## src/rtl/fdck_pkg.sv

```systemverilog
// Shared constants and types for the frame delta color key encoder.
`timescale 1ns / 1ps
package fdck_pkg;

  localparam int MAX_PIXELS = 2097152;
  localparam int IDX_W      = $clog2(MAX_PIXELS);
  localparam int LEN_W      = IDX_W + 1;
  localparam int PIX_W      = 24;
  localparam int CFG_IDX_W  = 2;
  localparam int CFG_DATA_W = 24;

  localparam logic [CFG_IDX_W-1:0] CFG_KEY_COLOR    = 2'd0;
  localparam logic [CFG_IDX_W-1:0] CFG_FRAME_PIXELS = 2'd1;

  localparam logic [PIX_W-1:0] KEY_COLOR_RESET    = 24'hC9AEFF;
  localparam logic [LEN_W-1:0] FRAME_PIXELS_RESET = 22'd2073600;

  // Pixel word as it leaves the front stage.
  typedef struct packed {
    logic [PIX_W-1:0] pix;     // escaped pixel, also what was stored
    logic [PIX_W-1:0] refpix;  // previous frame's pixel at this index
    logic [PIX_W-1:0] key;     // key color in force for this word
    logic             cmp;     // reference valid: compare against it
    logic             last;    // last pixel of the frame
  } enc_item_t;

endpackage

```

## src/rtl/fdck_encode.sv

```systemverilog
// Compare stage and output register: key substitution and frame flag.
`timescale 1ns / 1ps
module fdck_encode import fdck_pkg::*; (
  input  logic       clk,
  input  logic       rst,
  input  logic       restart,
  input  logic       a_valid,
  input  enc_item_t  a_item,
  output logic       down_ready,
  output logic       out_valid,
  input  logic       out_ready,
  output logic [7:0] out_byte0,
  output logic [7:0] out_byte1,
  output logic [7:0] out_byte2,
  output logic       end_of_frame,
  output logic       frame_unchanged
);

  logic             b_valid;
  enc_item_t        b_item;
  logic             any_changed;

  logic             c_ready;
  logic             b_adv;
  logic             same;
  logic             any_next;
  logic [PIX_W-1:0] enc_pix;

  assign c_ready    = ~out_valid | out_ready;
  assign b_adv      = b_valid & c_ready;
  assign down_ready = ~b_valid | c_ready;

  always_comb begin
    same     = b_item.cmp && (b_item.pix == b_item.refpix);
    enc_pix  = same ? b_item.key : b_item.pix;
    any_next = any_changed | (b_item.cmp & ~same);
  end

  always_ff @(posedge clk) begin
    if (rst) begin
      b_valid     <= 1'b0;
      out_valid   <= 1'b0;
      any_changed <= 1'b0;
    end else begin
      if (a_valid && down_ready) begin
        b_valid <= 1'b1;
      end else if (b_adv) begin
        b_valid <= 1'b0;
      end
      if (b_adv) begin
        out_valid <= 1'b1;
      end else if (out_ready) begin
        out_valid <= 1'b0;
      end
      if (restart) begin
        any_changed <= 1'b0;
      end else if (b_adv) begin
        any_changed <= b_item.last ? 1'b0 : any_next;
      end
    end
  end

  always_ff @(posedge clk) begin
    if (a_valid && down_ready) begin
      b_item <= a_item;
    end
    if (b_adv) begin
      out_byte0       <= enc_pix[7:0];
      out_byte1       <= enc_pix[15:8];
      out_byte2       <= enc_pix[23:16];
      end_of_frame    <= b_item.last;
      frame_unchanged <= b_item.last & b_item.cmp & ~any_next;
    end
  end

endmodule

```

## config.mk

```make
export PLATFORM = sky130hd
export DESIGN_NAME = fdck_encode
export DESIGN_NICKNAME = d
export VERILOG_FILES = /design/src/rtl/fdck_pkg.sv /design/src/rtl/fdck_encode.sv
export SDC_FILE = /design/constraint.sdc
export NUM_CORES = 1
export LEC_CHECK = 0
export CORE_MARGIN = 2
export CORE_UTILIZATION = 40
export CTS_BUF_LIST = sky130_fd_sc_hd__clkbuf_8
export DETAILED_ROUTE_END_ITERATION = 10
export DONT_BUFFER_PORTS = 1
export PLACE_DENSITY_LB_ADDON = 0.2
export RECOVER_POWER = 100
export SLEW_MARGIN = 0
export SYNTH_ARGS = -nofsm -noshare
export SYNTH_HDL_FRONTEND = slang
export SYNTH_SLANG_ARGS = --single-unit
```

## constraint.sdc

```tcl
create_clock -name clk -period 2.42 [get_ports clk]
set_input_delay 0.242 -clock clk [delete_from_list [all_inputs] [get_ports clk]]
set_output_delay 0.242 -clock clk [all_outputs]
set_load 0.03 [all_outputs]
```

==> results_dict.tcl <==
set metrics [dict create \
    antenna_found_initial 0 \
    antenna_cells 0 \
    syn_inst 177 \
    power_density_nw_per_um2 678 \
    hold_class "input port to flop" \
    finalSetupViolCount 0 \
    grt_pass1_vias 2006 \
    hpwl_mm 4.43 \
    num_rows 35 \
    place_congestion 0.702 \
    outcome "completed" \
    ys_ff_latch 103 \
    core_area_um2 9240 \
    cts_tree "yes" \
    p_switching_uw 766 \
    worst_pin_slew_ns 1.03 \
    pwr-share-seq_pct 64.2 \
    r2r-end "out_byte2[7]" \
    cp_max_fo 7 \
    hold_path.startpoint "a_valid" \
    wire_per_inst_um 17.2 \
    drc 0 \
    worstSetupPathType "flop to flop" \
    synth_edf_count 100 \
    firstDrtPassIters 4 \
    cts-htree-levels 3 \
    power.internal_uw 2590 \
    grt_pass1_wl_mm 10.6 \
    p_comb_share_pct 6.5 \
    clock_latency_ns 0.36 \
    clk_pin_slew_ns 0.10 \
    final_net_count 350 \
    yosysMostFrequentCell "edfxtp_1" \
    portBuffers 0 \
    area_growth_pct 30.0 \
    synthTopCellsByCount "edfxtp_1 (100), xor2_1 (24), mux2_4 (19)" \
    max-clock-path-buffers 2 \
    overflow 0 \
    holdPathStages 2 \
    fmax_mhz 427 \
    total_power_uw 3360 \
    finClkSkew_ns 0.00922 \
    vdd_drop_max_v 0.000322 \
    crit_arrival_ns 2.45 \
    vias 1840 \
    start_util_pct 41.2 \
    wl_mm 6.98 \
    top_level_ports 107 \
    maxCapViolations 0 \
    synth_area_per_cell_um2 21.5 \
    seq_area_frac_synth_pct 80.5 \
    syn-cell-area_um2 3800 \
    drive_gt1_share_pct 18.8 \
    grt_max_degree 75 \
    clock_power_share_pct 29.3 \
    synth_top_cell_area_share_pct 78.9 \
    synth_top_area_cell "edfxtp_1" \
    crit_path_start_kind "flop" \
    synth_ff_type "edfxtp_1" \
    cp-end-kind "flop" \
    r2r-start "b_item[62]" \
    ys_warn_count 0 \
    drt_iter0_markers 61 \
    synth_area_leaders "edfxtp_1 (79%), mux2_4 (7.5%), xor2_1 (5.5%)" \
    finalCritPeriodShare_pct 96.7 \
    postRouteAntennaNets 0 \
    numCtsBuffers 9 \
    cts_root_buf "clkbuf_8" \
    cts_setup_buffers 0 \
    leakagePower_uw 0.00172 \
    hold_end "b_valid" \
    reg2reg_depth 8 \
    period_needed_ns 2.34 \
    die_y_um 102 \
    critPathRequiredTime_ns 2.53 \
    die_w_um 102 \
    viasPerCell 4.54 \
    async_reset_ff_share_pct 0 \
    synth_fp_nets 256 \
    relSlewSlack_pct 31.0 \
    p_sw_share_pct 22.8 \
    rsz0062_at_grt "true" \
    utilization_pct 53.5 \
    clock_sinks 103 \
    synth.distinct_cells 19 \
    final_hold_viol_count 0 \
    slew_violations 0 \
    dieArea_um2 10300 \
    startpoint "b_item[62]" \
    r2r_slack_ns 0.08 \
    grt_usage_pct 14.2 \
]
layer usage:
layer | wire length (µm) | up-vias | global-route usage (%) | share of wire, %
met5 | 0 | - | 0 | 0
met4 | 119 | 0 | 5.09 | 1.7
met3 | 317 | 10 | 4.62 | 4.5
met2 | 3850 | 58 | 25.9 | 55
met1 | 2690 | 904 | 15.4 | 39
li1 | - | 868 | - | -
critical path, cell delays in order, from the launching register on:
cell,delay [ns]
edfxtp_1,0.41
xor2_1,0.17
nor4_2,0.36
buf_4,0.17
nand4_1,0.08
buf_4,0.17
nor2_4,0.14
buf_4,0.22
mux2_2,0.37
metrics by stage:
stage | worst slack, ns | instance area [µm²] | hold WS (ns) | TNS (ns) | instances
floorplan | 0.136 | 3810 | 0.314 | 0 | 177
global placement | -0.000289 | 4050 | 0.316 | -0.000577 | 314
global route | -0.00112 | 4950 | 0.0964 | -0.00112 | 405
finish | 0.0805 | 4950 | 0.0535 | 0 | 405
detailed placement | -0.00949 | 4050 | 0.321 | -0.00949 | 314
CTS | 0.0565 | 4990 | 0.0305 | 0 | 405
logic make-up after synthesis:
| logic type | count (synthesis) | share of synthesized area (%) |
|---|---|---|
| AO/OA/AOI/OAI | 3 | 0.460 |
| AND/OR/NAND/NOR | 21 | 3.45 |
| buffers and inverters | 2 | 1.05 |
| XOR/XNOR | 24 | 5.53 |
| flip-flops | 103 | 80.5 |
| multiplexers | 24 | 8.98 |
what timing repair did:
item,CTS,global route
resized for setup,1,1
hold endpoints to repair,76,0
cloned,0,0
endpoints found under the setup margin,12,5
hold buffers,75,0
flip-flops by register name (all words and copies together), names as in the netlist:
signal           flops
out_byte1            8
any_changed          1
out_byte2            8
frame_unchanged      1
out_valid            1
b_valid              1
out_byte0            8
b_item              74
end_of_frame         1
cells in the final DEF (no fill, tap or decap):
master | synthesis | routed
nor2_1 | 4 | 4
nand4_1 | 1 | 1
buf_4 | 0 | 6
xor2_1 | 24 | 24
nor2_4 | 1 | 1
clkbuf_8 | 0 | 9
nor2b_1 | 2 | 1
nand2_1 | 3 | 3
nor2b_2 | 0 | 1
nand3_1 | 2 | 2
mux2_1 | 0 | 2
dlygate4sd3_1 | 0 | 75
nor4_1 | 4 | 2
dfxtp_1 | 3 | 3
clkbuf_1 | 0 | 1
clkinv_4 | 0 | 2
and2_0 | 0 | 1
o21ai_0 | 1 | 1
mux2_4 | 19 | 17
inv_8 | 0 | 1
clkinvlp_4 | 0 | 1
inv_6 | 0 | 2
a211oi_1 | 1 | 1
nor4_2 | 2 | 4
buf_12 | 2 | 1
and3b_1 | 1 | 1
inv_1 | 0 | 1
mux2_2 | 5 | 5
edfxtp_1 | 100 | 100
clkbuf_2 | 0 | 1
a21oi_1 | 1 | 1
clkbuf_4 | 0 | 1
power by group through the flow:
stage	registers [µW]	clock network [µW]	logic (µW)
2_1_floorplan	2180	0	90.3
3_3_place_gp	2190	0	125
3_5_place_dp	2190	0	129
4_1_cts	2150	1030	228
5_1_grt	2160	1090	240
6_report	2150	983	220
how the worst max path moves through the flow:
stage                   endpoint  slack (ns)  depth (start not counted)
detailed placement  out_byte2[7]      -0.009                          8
finish              out_byte2[7]        0.08                          8
CTS                 out_byte2[7]        0.06                          8
global placement    out_byte2[4]     -0.0003                          8
global route        out_byte2[7]      -0.001                          8
floorplan              b_item[0]        0.14                          3
cell type report:
type | instances | area, µm²
Clock buffer | 9 | 124
Clock inverter | 7 | 57.6
Fill cell | 754 | 4290
Multi-Input combinational cell | 72 | 708
Sequential cell | 103 | 3060
Tap cell | 129 | 161
Timing Repair Buffer | 85 | 832
Power figures use the tool's default switching activity.
