### src/rtl/fdck_pkg.sv
// Shared constants and types for the frame delta color key encoder.
`timescale 1ns / 1ps
package fdck_pkg;

  localparam int MAX_PIXELS = 2097152;
  localparam int IDX_W      = $clog2(MAX_PIXELS);
  localparam int LEN_W      = IDX_W + 1;
  localparam int PIX_W      = 24;
  localparam int CFG_IDX_W  = 2;
  localparam int CFG_DATA_W = 24;

  localparam logic [CFG_IDX_W-1:0] CFG_KEY_COLOR    = 2'd0;
  localparam logic [CFG_IDX_W-1:0] CFG_FRAME_PIXELS = 2'd1;

  localparam logic [PIX_W-1:0] KEY_COLOR_RESET    = 24'hC9AEFF;
  localparam logic [LEN_W-1:0] FRAME_PIXELS_RESET = 22'd2073600;

  // Pixel word as it leaves the front stage.
  typedef struct packed {
    logic [PIX_W-1:0] pix;     // escaped pixel, also what was stored
    logic [PIX_W-1:0] refpix;  // previous frame's pixel at this index
    logic [PIX_W-1:0] key;     // key color in force for this word
    logic             cmp;     // reference valid: compare against it
    logic             last;    // last pixel of the frame
  } enc_item_t;

endpackage

### src/rtl/fdck_front.sv
// Front stage: pixel index, key escape, reference read and write-back.
`timescale 1ns / 1ps
module fdck_front import fdck_pkg::*; (
  input  logic             clk,
  input  logic             rst,
  input  logic             restart,
  input  logic [PIX_W-1:0] key_color,
  input  logic [IDX_W-1:0] last_idx,
  input  logic [7:0]       pixel_byte0,
  input  logic [7:0]       pixel_byte1,
  input  logic [7:0]       pixel_byte2,
  input  logic             in_valid,
  output logic             in_ready,
  input  logic             down_ready,
  output logic             a_valid,
  output enc_item_t        a_item,
  output logic             ram_re,
  output logic [IDX_W-1:0] ram_raddr,
  output logic             ram_we,
  output logic [IDX_W-1:0] ram_waddr,
  output logic [PIX_W-1:0] ram_wdata,
  input  logic [PIX_W-1:0] ram_rdata
);

  logic [IDX_W-1:0] pixel_index;
  logic             ref_valid;
  logic [IDX_W-1:0] a_idx;
  logic [PIX_W-1:0] a_pix;
  logic [PIX_W-1:0] a_key;
  logic             a_cmp;
  logic             a_last;
  logic             a_byp;
  logic [PIX_W-1:0] a_byp_data;

  logic             accept;
  logic             a_adv;
  logic             in_last;
  logic [PIX_W-1:0] pix_in;
  logic [PIX_W-1:0] pix_esc;

  assign a_adv    = a_valid & down_ready;
  assign in_ready = ~a_valid | down_ready;
  assign accept   = in_valid & in_ready;
  assign in_last  = (pixel_index == last_idx);

  // Escape a key-colored pixel by bumping its middle byte, once the reference is valid.
  always_comb begin
    pix_in  = {pixel_byte2, pixel_byte1, pixel_byte0};
    pix_esc = pix_in;
    if (ref_valid && (pix_in == key_color)) begin
      pix_esc = {pixel_byte2, pixel_byte1 + 8'd1, pixel_byte0};
    end
  end

  always_ff @(posedge clk) begin
    if (rst) begin
      pixel_index <= '0;
      ref_valid   <= 1'b0;
      a_valid     <= 1'b0;
    end else begin
      if (restart) begin
        pixel_index <= '0;
        ref_valid   <= 1'b0;
      end else if (accept) begin
        if (in_last) begin
          pixel_index <= '0;
          ref_valid   <= 1'b1;
        end else begin
          pixel_index <= pixel_index + 1'b1;
        end
      end
      if (accept) begin
        a_valid <= 1'b1;
      end else if (a_adv) begin
        a_valid <= 1'b0;
      end
    end
  end

  // When the word leaving this stage writes the same entry this read targets,
  // take its data instead of the stale read.
  always_ff @(posedge clk) begin
    if (accept) begin
      a_idx      <= pixel_index;
      a_pix      <= pix_esc;
      a_key      <= key_color;
      a_cmp      <= ref_valid;
      a_last     <= in_last;
      a_byp      <= a_adv && (a_idx == pixel_index);
      a_byp_data <= a_pix;
    end
  end

  assign ram_re    = accept;
  assign ram_raddr = pixel_index;
  assign ram_we    = a_adv;
  assign ram_waddr = a_idx;
  assign ram_wdata = a_pix;

  always_comb begin
    a_item.pix    = a_pix;
    a_item.refpix = a_byp ? a_byp_data : ram_rdata;
    a_item.key    = a_key;
    a_item.cmp    = a_cmp;
    a_item.last   = a_last;
  end

endmodule

### config.mk
export PLATFORM = sky130hd
export DESIGN_NAME = fdck_front
export DESIGN_NICKNAME = d
export VERILOG_FILES = /design/src/rtl/fdck_pkg.sv /design/src/rtl/fdck_front.sv
export SDC_FILE = /design/constraint.sdc
export NUM_CORES = 1
export LEC_CHECK = 0
export BUFFER_PORTS_ARGS = -buffer_cell sky130_fd_sc_hd__buf_2
export CORE_MARGIN = 2
export CORE_UTILIZATION = 45
export CTS_BUF_LIST = sky130_fd_sc_hd__clkbuf_16
export CTS_CLUSTER_DIAMETER = 80
export DETAILED_ROUTE_END_ITERATION = 8
export PLACE_DENSITY = 0.77
export SKIP_LAST_GASP = 1
export SLEW_MARGIN = 25
export SYNTH_ARGS = -nofsm -noshare
export SYNTH_HDL_FRONTEND = slang
export SYNTH_SLANG_ARGS = --single-unit
### constraint.sdc
create_clock -name clk -period 6.6 [get_ports clk]
set_clock_uncertainty 0.15 [all_clocks]
set_input_delay 0.33 -clock clk [delete_from_list [all_inputs] [get_ports clk]]
set_output_delay 0.33 -clock clk [all_outputs]
set_load 0.01 [all_outputs]
==> out/qor.txt, run 1 <==
Outcome: complete, but fails checks
Slew HR: 47.8%
CTS resizes: 0
Antenna Nets Post-Route: 0
Netlist cell types: 30
H-tree depth: 4
Final Hold Fails: 0
Failing checks: design-rule violations
Crit path arrival time: 2.90 ns
Yosys Warn Count: 0
Pwr per Cell Area: 267 nW/um^2
FF/Latch Area: 3340 sq um
Place WS: 3.66 ns
Non-filler instance count after layout: 808
GPL Wtd Cong: 0.842
Seq cells post-synth: 119
Final nets: 752
Data required time of the worst path: 6.71 ns
Syn Inst Count: 395
CP bufs+invs: 2
Chip width: 113 um
Synth async-reset ratio: 0%
Mapped Nets: 495
Detailed placer's ending HPWL: 10100 um
Top_reg_cell synth: edfxtp_1
Critical Path Sink Type: register
Leakage power: 3.15 nW
Fraction of final layout cells with drive strength greater than 1: 45.4%
Std-Cell Rows: 39
Top-Level Pins: 242
Vias in the first global route: 3974
Post-route setup slack: 3.81 ns
Post-synth EDFFs: 96
Clock sink count: 119
Vias per cell: 5.04
Yosys top cell by area: edfxtp_1
Clk pin slew, worst setup/hold paths: 0.06 ns
Critical-path cell list: nand2b_1, nand2_1, inv_4, buf_4, nand4_1, xor2_1, nor2_1
Clock latency reported for the late side of the worst-skew pair: 0.40 ns
Total grt overflow: 0
Die Ht: 113 um
Die area: 12800 sq um
Area of the multi-input gates: 1710 sq um
DRC viols: 18
Total wire length: 14300 um
Initial antenna violation count: 0
Top-area cell type share of the netlist area: 53.7%
Setup TNS: 0 ns
I/O Buffers: 241
Most frequent cells in the layout: buf_2 (241), edfxtp_1 (96), xnor2_1 (54)
Most common cell after layout, fill and taps aside: buf_2
Total CTS buffers: 17
First-pass GRT wire length: 21200 um
RSZ-0062 raised after global routing: no
Part of the cycle the worst path needs: 42.2%
Max stage delay on crit path: 0.68 ns
Placed cells: 736
Post-Syn Area: 5370 sq um
Util after Layout: 64.9%
Total track usage: 21.9%
Count of endpoints failing setup in the final report: 0
CP Class: reg2reg
Worst setup SP type: register
Wirelength per Cell: 17.8 um
Worst min path class: in2reg
Peak VDD IR: 122 uV
Max FO, Critical Path: 59
Setup Buffers After CTS: 0
Number of max-cap violations: 0
Largest cells by area after synthesis: edfxtp_1 (54%), xnor2_1 (8.8%), dfxtp_1 (8.6%), xor2_1 (6.2%), mux2_2 (5.2%)
Fin. max-slew vios: 0
Crit-path slowest cell: buf_4
Largest net degree at the start of global routing: 60
Vias: 4071
CTS Hold Bufs: 39
R2R setup slack: 3.81 ns
Tmin final: 2.79 ns
Top Family by Delay on Critical Path: buffers and inverters
Clock Root Buffer: clkbuf_16
Fillers: 829
Starting Density: 46.6%
1st-pass router iterations: 9
Fmax: 359 MHz
Area grow syn2layout: 39.3%
Clock buffer depth: 2
Worst slew pin tran: 0.784 ns
Mean Syn Cell Area: 13.6 sq um
Diodes inserted: 0
Core region area: 11500 sq um
Drt initial violations: 292
Sequential share of the synthesized area: 62.3%
CTS tree: done
[area by class of cell]
| cell class | count | area share (%) |
|---|---|---|
| clock buffers | 17 | 5.69 |
| well taps | 143 | 2.39 |
| inverters | 4 | 0.234 |
| repair buffers | 282 | 21.7 |
| flip-flops and latches | 119 | 44.7 |
| multi-input cells | 228 | 22.9 |
| clock inverters | 15 | 2.38 |
[routing by layer]
layer	vias up	GRT usage [%]	share of wire, %
li1	1908	-	-
met1	1962	26.3	39
met2	179	38.8	53
met3	22	5.46	6.5
met4	0	7.15	1.8
met5	-	0	0
[synthesized netlist by cell type (all sizes together) (6+ instances only)]
cell type,n
and3,6
buf,35
clkbuf,9
dfxtp,23
edfxtp,96
mux2,25
nand2,12
nand3,10
nand4,19
nor2,25
nor3,8
nor4,16
xnor2,54
xor2,38
[sequential cells by signal, indices dropped and copies added (netlist names), 21 cells and up]
name	count
ram_raddr	21
ram_wdata	24
ram_waddr	21
a_key	24
a_byp_data	24
[cell families after synthesis]
logic type	synth area share, %
xor+xnor	15.0
mux	5.25
buf+inv	5.76
flops	62.3
fa+ha+maj	0.466
compound gates	0.816
simple gates	10.4
[path summary, 6_finish.rpt]
check,to,startpoint,cells past startpoint
hold reg to reg,a_byp_data[7],ram_wdata[7],0
hold / removal,ram_wdata[16],pixel_byte2[0],1
setup reg to reg,ram_raddr[4],a_valid,7
setup / recovery,ram_raddr[4],a_valid,7
[stage by stage]
step / hold slack [ns] / power [W] / instance area (sq um)
finish: 0.0197 / 0.00199 / 7480
global route: 0.00229 / 0.00206 / 7480
CTS: 0.00475 / 0.00200 / 7460
detailed placement: 0.306 / 0.00106 / 6470
global placement: 0.296 / 0.00106 / 6470
floorplan: 0.249 / 0.000979 / 5370
[power by group]
part,leakage (nW),internal [W],switching (W)
Clock,0.285,0.000594,0.000330
Sequential,1.12,0.000852,0.0000185
Combinational,1.75,0.0000956,0.000103
Total,3.15,0.00154,0.000451
No activity file was read; power rests on OpenSTA's default activity.
==> inputs of run 2 (changes only) <==
CORE_UTILIZATION = 43   (was 45)
clock period = 2.35 ns   (was 6.6 ns; I/O delays follow)
==> out/qor.txt, run 2 (same netlist as run 1, synthesis figures left out) <==
Outcome: finished clean
Chip width: 116 um
Final nets: 775
Crit path arrival time: 2.30 ns
CTS tree: done
Crit-path slowest cell: dlygate4sd3_1
Worst min path class: in2reg
Slew HR: 57.4%
DRC viols: 0
Setup TNS: 0 ns
Top-Level Pins: 242
Std-Cell Rows: 40
Clock buffer depth: 2
Die Ht: 116 um
Fin. max-slew vios: 0
Most frequent cells in the layout: buf_2 (241), edfxtp_1 (96), xnor2_1 (54)
Starting Density: 44.3%
Largest net degree at the start of global routing: 56
Critical Path Sink Type: register
Pwr per Cell Area: 732 nW/um^2
Peak VDD IR: 469 uV
Total wire length: 15700 um
Wirelength per Cell: 18.3 um
Final Hold Fails: 0
RSZ-0062 raised after global routing: no
Clk pin slew, worst setup/hold paths: 0.06 ns
Drt initial violations: 352
Leakage power: 3.28 nW
Vias in the first global route: 4300
Diodes inserted: 0
Vias per cell: 4.95
Final Instance Area: 7730 sq um
Tmin final: 2.29 ns
Worst setup SP type: input port
Die area: 13400 sq um
CP Class: in2reg
Max FO, Critical Path: 7
Part of the cycle the worst path needs: 97.5%
H-tree depth: 4
Detailed placer's ending HPWL: 10800 um
Total CTS buffers: 17
1st-pass router iterations: 5
CP bufs+invs: 2
Number of max-cap violations: 0
I/O Buffers: 241
Data required time of the worst path: 2.36 ns
Count of endpoints failing setup in the final report: 0
Total grt overflow: 0
Total track usage: 23.0%
Clock sink count: 119
Core region area: 12100 sq um
Util after Layout: 63.8%
Most common cell after layout, fill and taps aside: buf_2
Clock Root Buffer: clkbuf_16
Max stage delay on crit path: 0.55 ns
Worst slew pin tran: 0.636 ns
Fraction of final layout cells with drive strength greater than 1: 45.4%
Area grow syn2layout: 44.1%
Vias: 4235
Fmax: 437 MHz
Critical-path cell list: dlygate4sd3_1, buf_2, xnor2_1, nand4_1, nor4_4, nand3_1, mux2_2
Placed cell area: 6620 sq um
Antenna Nets Post-Route: 0
Top Family by Delay on Critical Path: simple AND/OR/NAND/NOR gates
Initial antenna violation count: 0
First-pass GRT wire length: 22700 um
GPL Wtd Cong: 0.917
Clock latency reported for the late side of the worst-skew pair: 0.41 ns
[run 2: cell count changes in the layout (fill, tap and decap cells not counted), moves of 2 or more]
| cell | change |
|---|---|
| clkinv_4 | -4 |
| dlygate4sd3_1 | +12 |
| inv_6 | -2 |
| inv_1 | +3 |
| buf_4 | +11 |
[run 2: layout make-up]
cell class | count | area, sq um
fill | 920 | 4380
clock buffer | 17 | 425
clock inverter | 14 | 168
multi-input combinational | 228 | 1740
inverter | 4 | 18.8
sequential | 119 | 3350
timing repair buffer | 305 | 1830
tap | 168 | 210
[run 2: path summary, 6_finish.rpt]
| check | startpoint | to | slack [ns] | depth (start not counted) |
|---|---|---|---|---|
| min reg2reg | ram_wdata[22] | a_byp_data[22] | 0.33 | 0 |
| min | in_valid | ram_raddr[0] | 0.04 | 4 |
| max reg2reg | ram_raddr[20] | ram_raddr[17] | 0.18 | 6 |
| max | key_color[21] | ram_wdata[9] | 0.06 | 7 |
[run 2: where the power goes]
part | internal (W) | switching (W)
clock | 0.00174 | 0.000877
combinational | 0.000291 | 0.000310
sequential | 0.00239 | 0.0000513
total | 0.00442 | 0.00124
[run 2: timing repair]
| item | 4_1_cts | 5_1_grt |
|---|---|---|
| endpoints found under the setup margin | 0 | 2 |
| endpoints found under the hold margin | 52 | 0 |
| setup buffers | 0 | 0 |
| hold buffers | 51 | 0 |
| resized for setup | 0 | 1 |
[run 2: metal layers]
metal | track usage [%] | share of wire, % | vias to the layer above
li1 | - | - | 1951
met1 | 27.6 | 41 | 2065
met2 | 39.8 | 52 | 189
met3 | 5.07 | 5.7 | 30
met4 | 10.2 | 2.1 | 0
met5 | 0 | 0 | -
[run 2: metrics by stage]
stage	hold WS (ns)	total power, W	cells	worst slack (ns)
after floorplan	0.0269	0.00275	395	-0.277
after global placement	0.135	0.00300	773	0.217
after detailed placement	0.139	0.00301	773	0.128
after CTS	0.0236	0.00569	855	0.0987
after global routing	0.0774	0.00582	855	0.0110
final	0.0433	0.00566	855	0.0598
[run 2: worst reg2reg max path: cells and delay by family (launching register included)]
family,cells,cell delay [ns]
AOI/OAI and AO/OA,1,0.24
DFF,1,0.52
and+or+nand+nor,3,0.79
buffers and inverters,1,0.23
xor gates and xnor gates,1,0.13
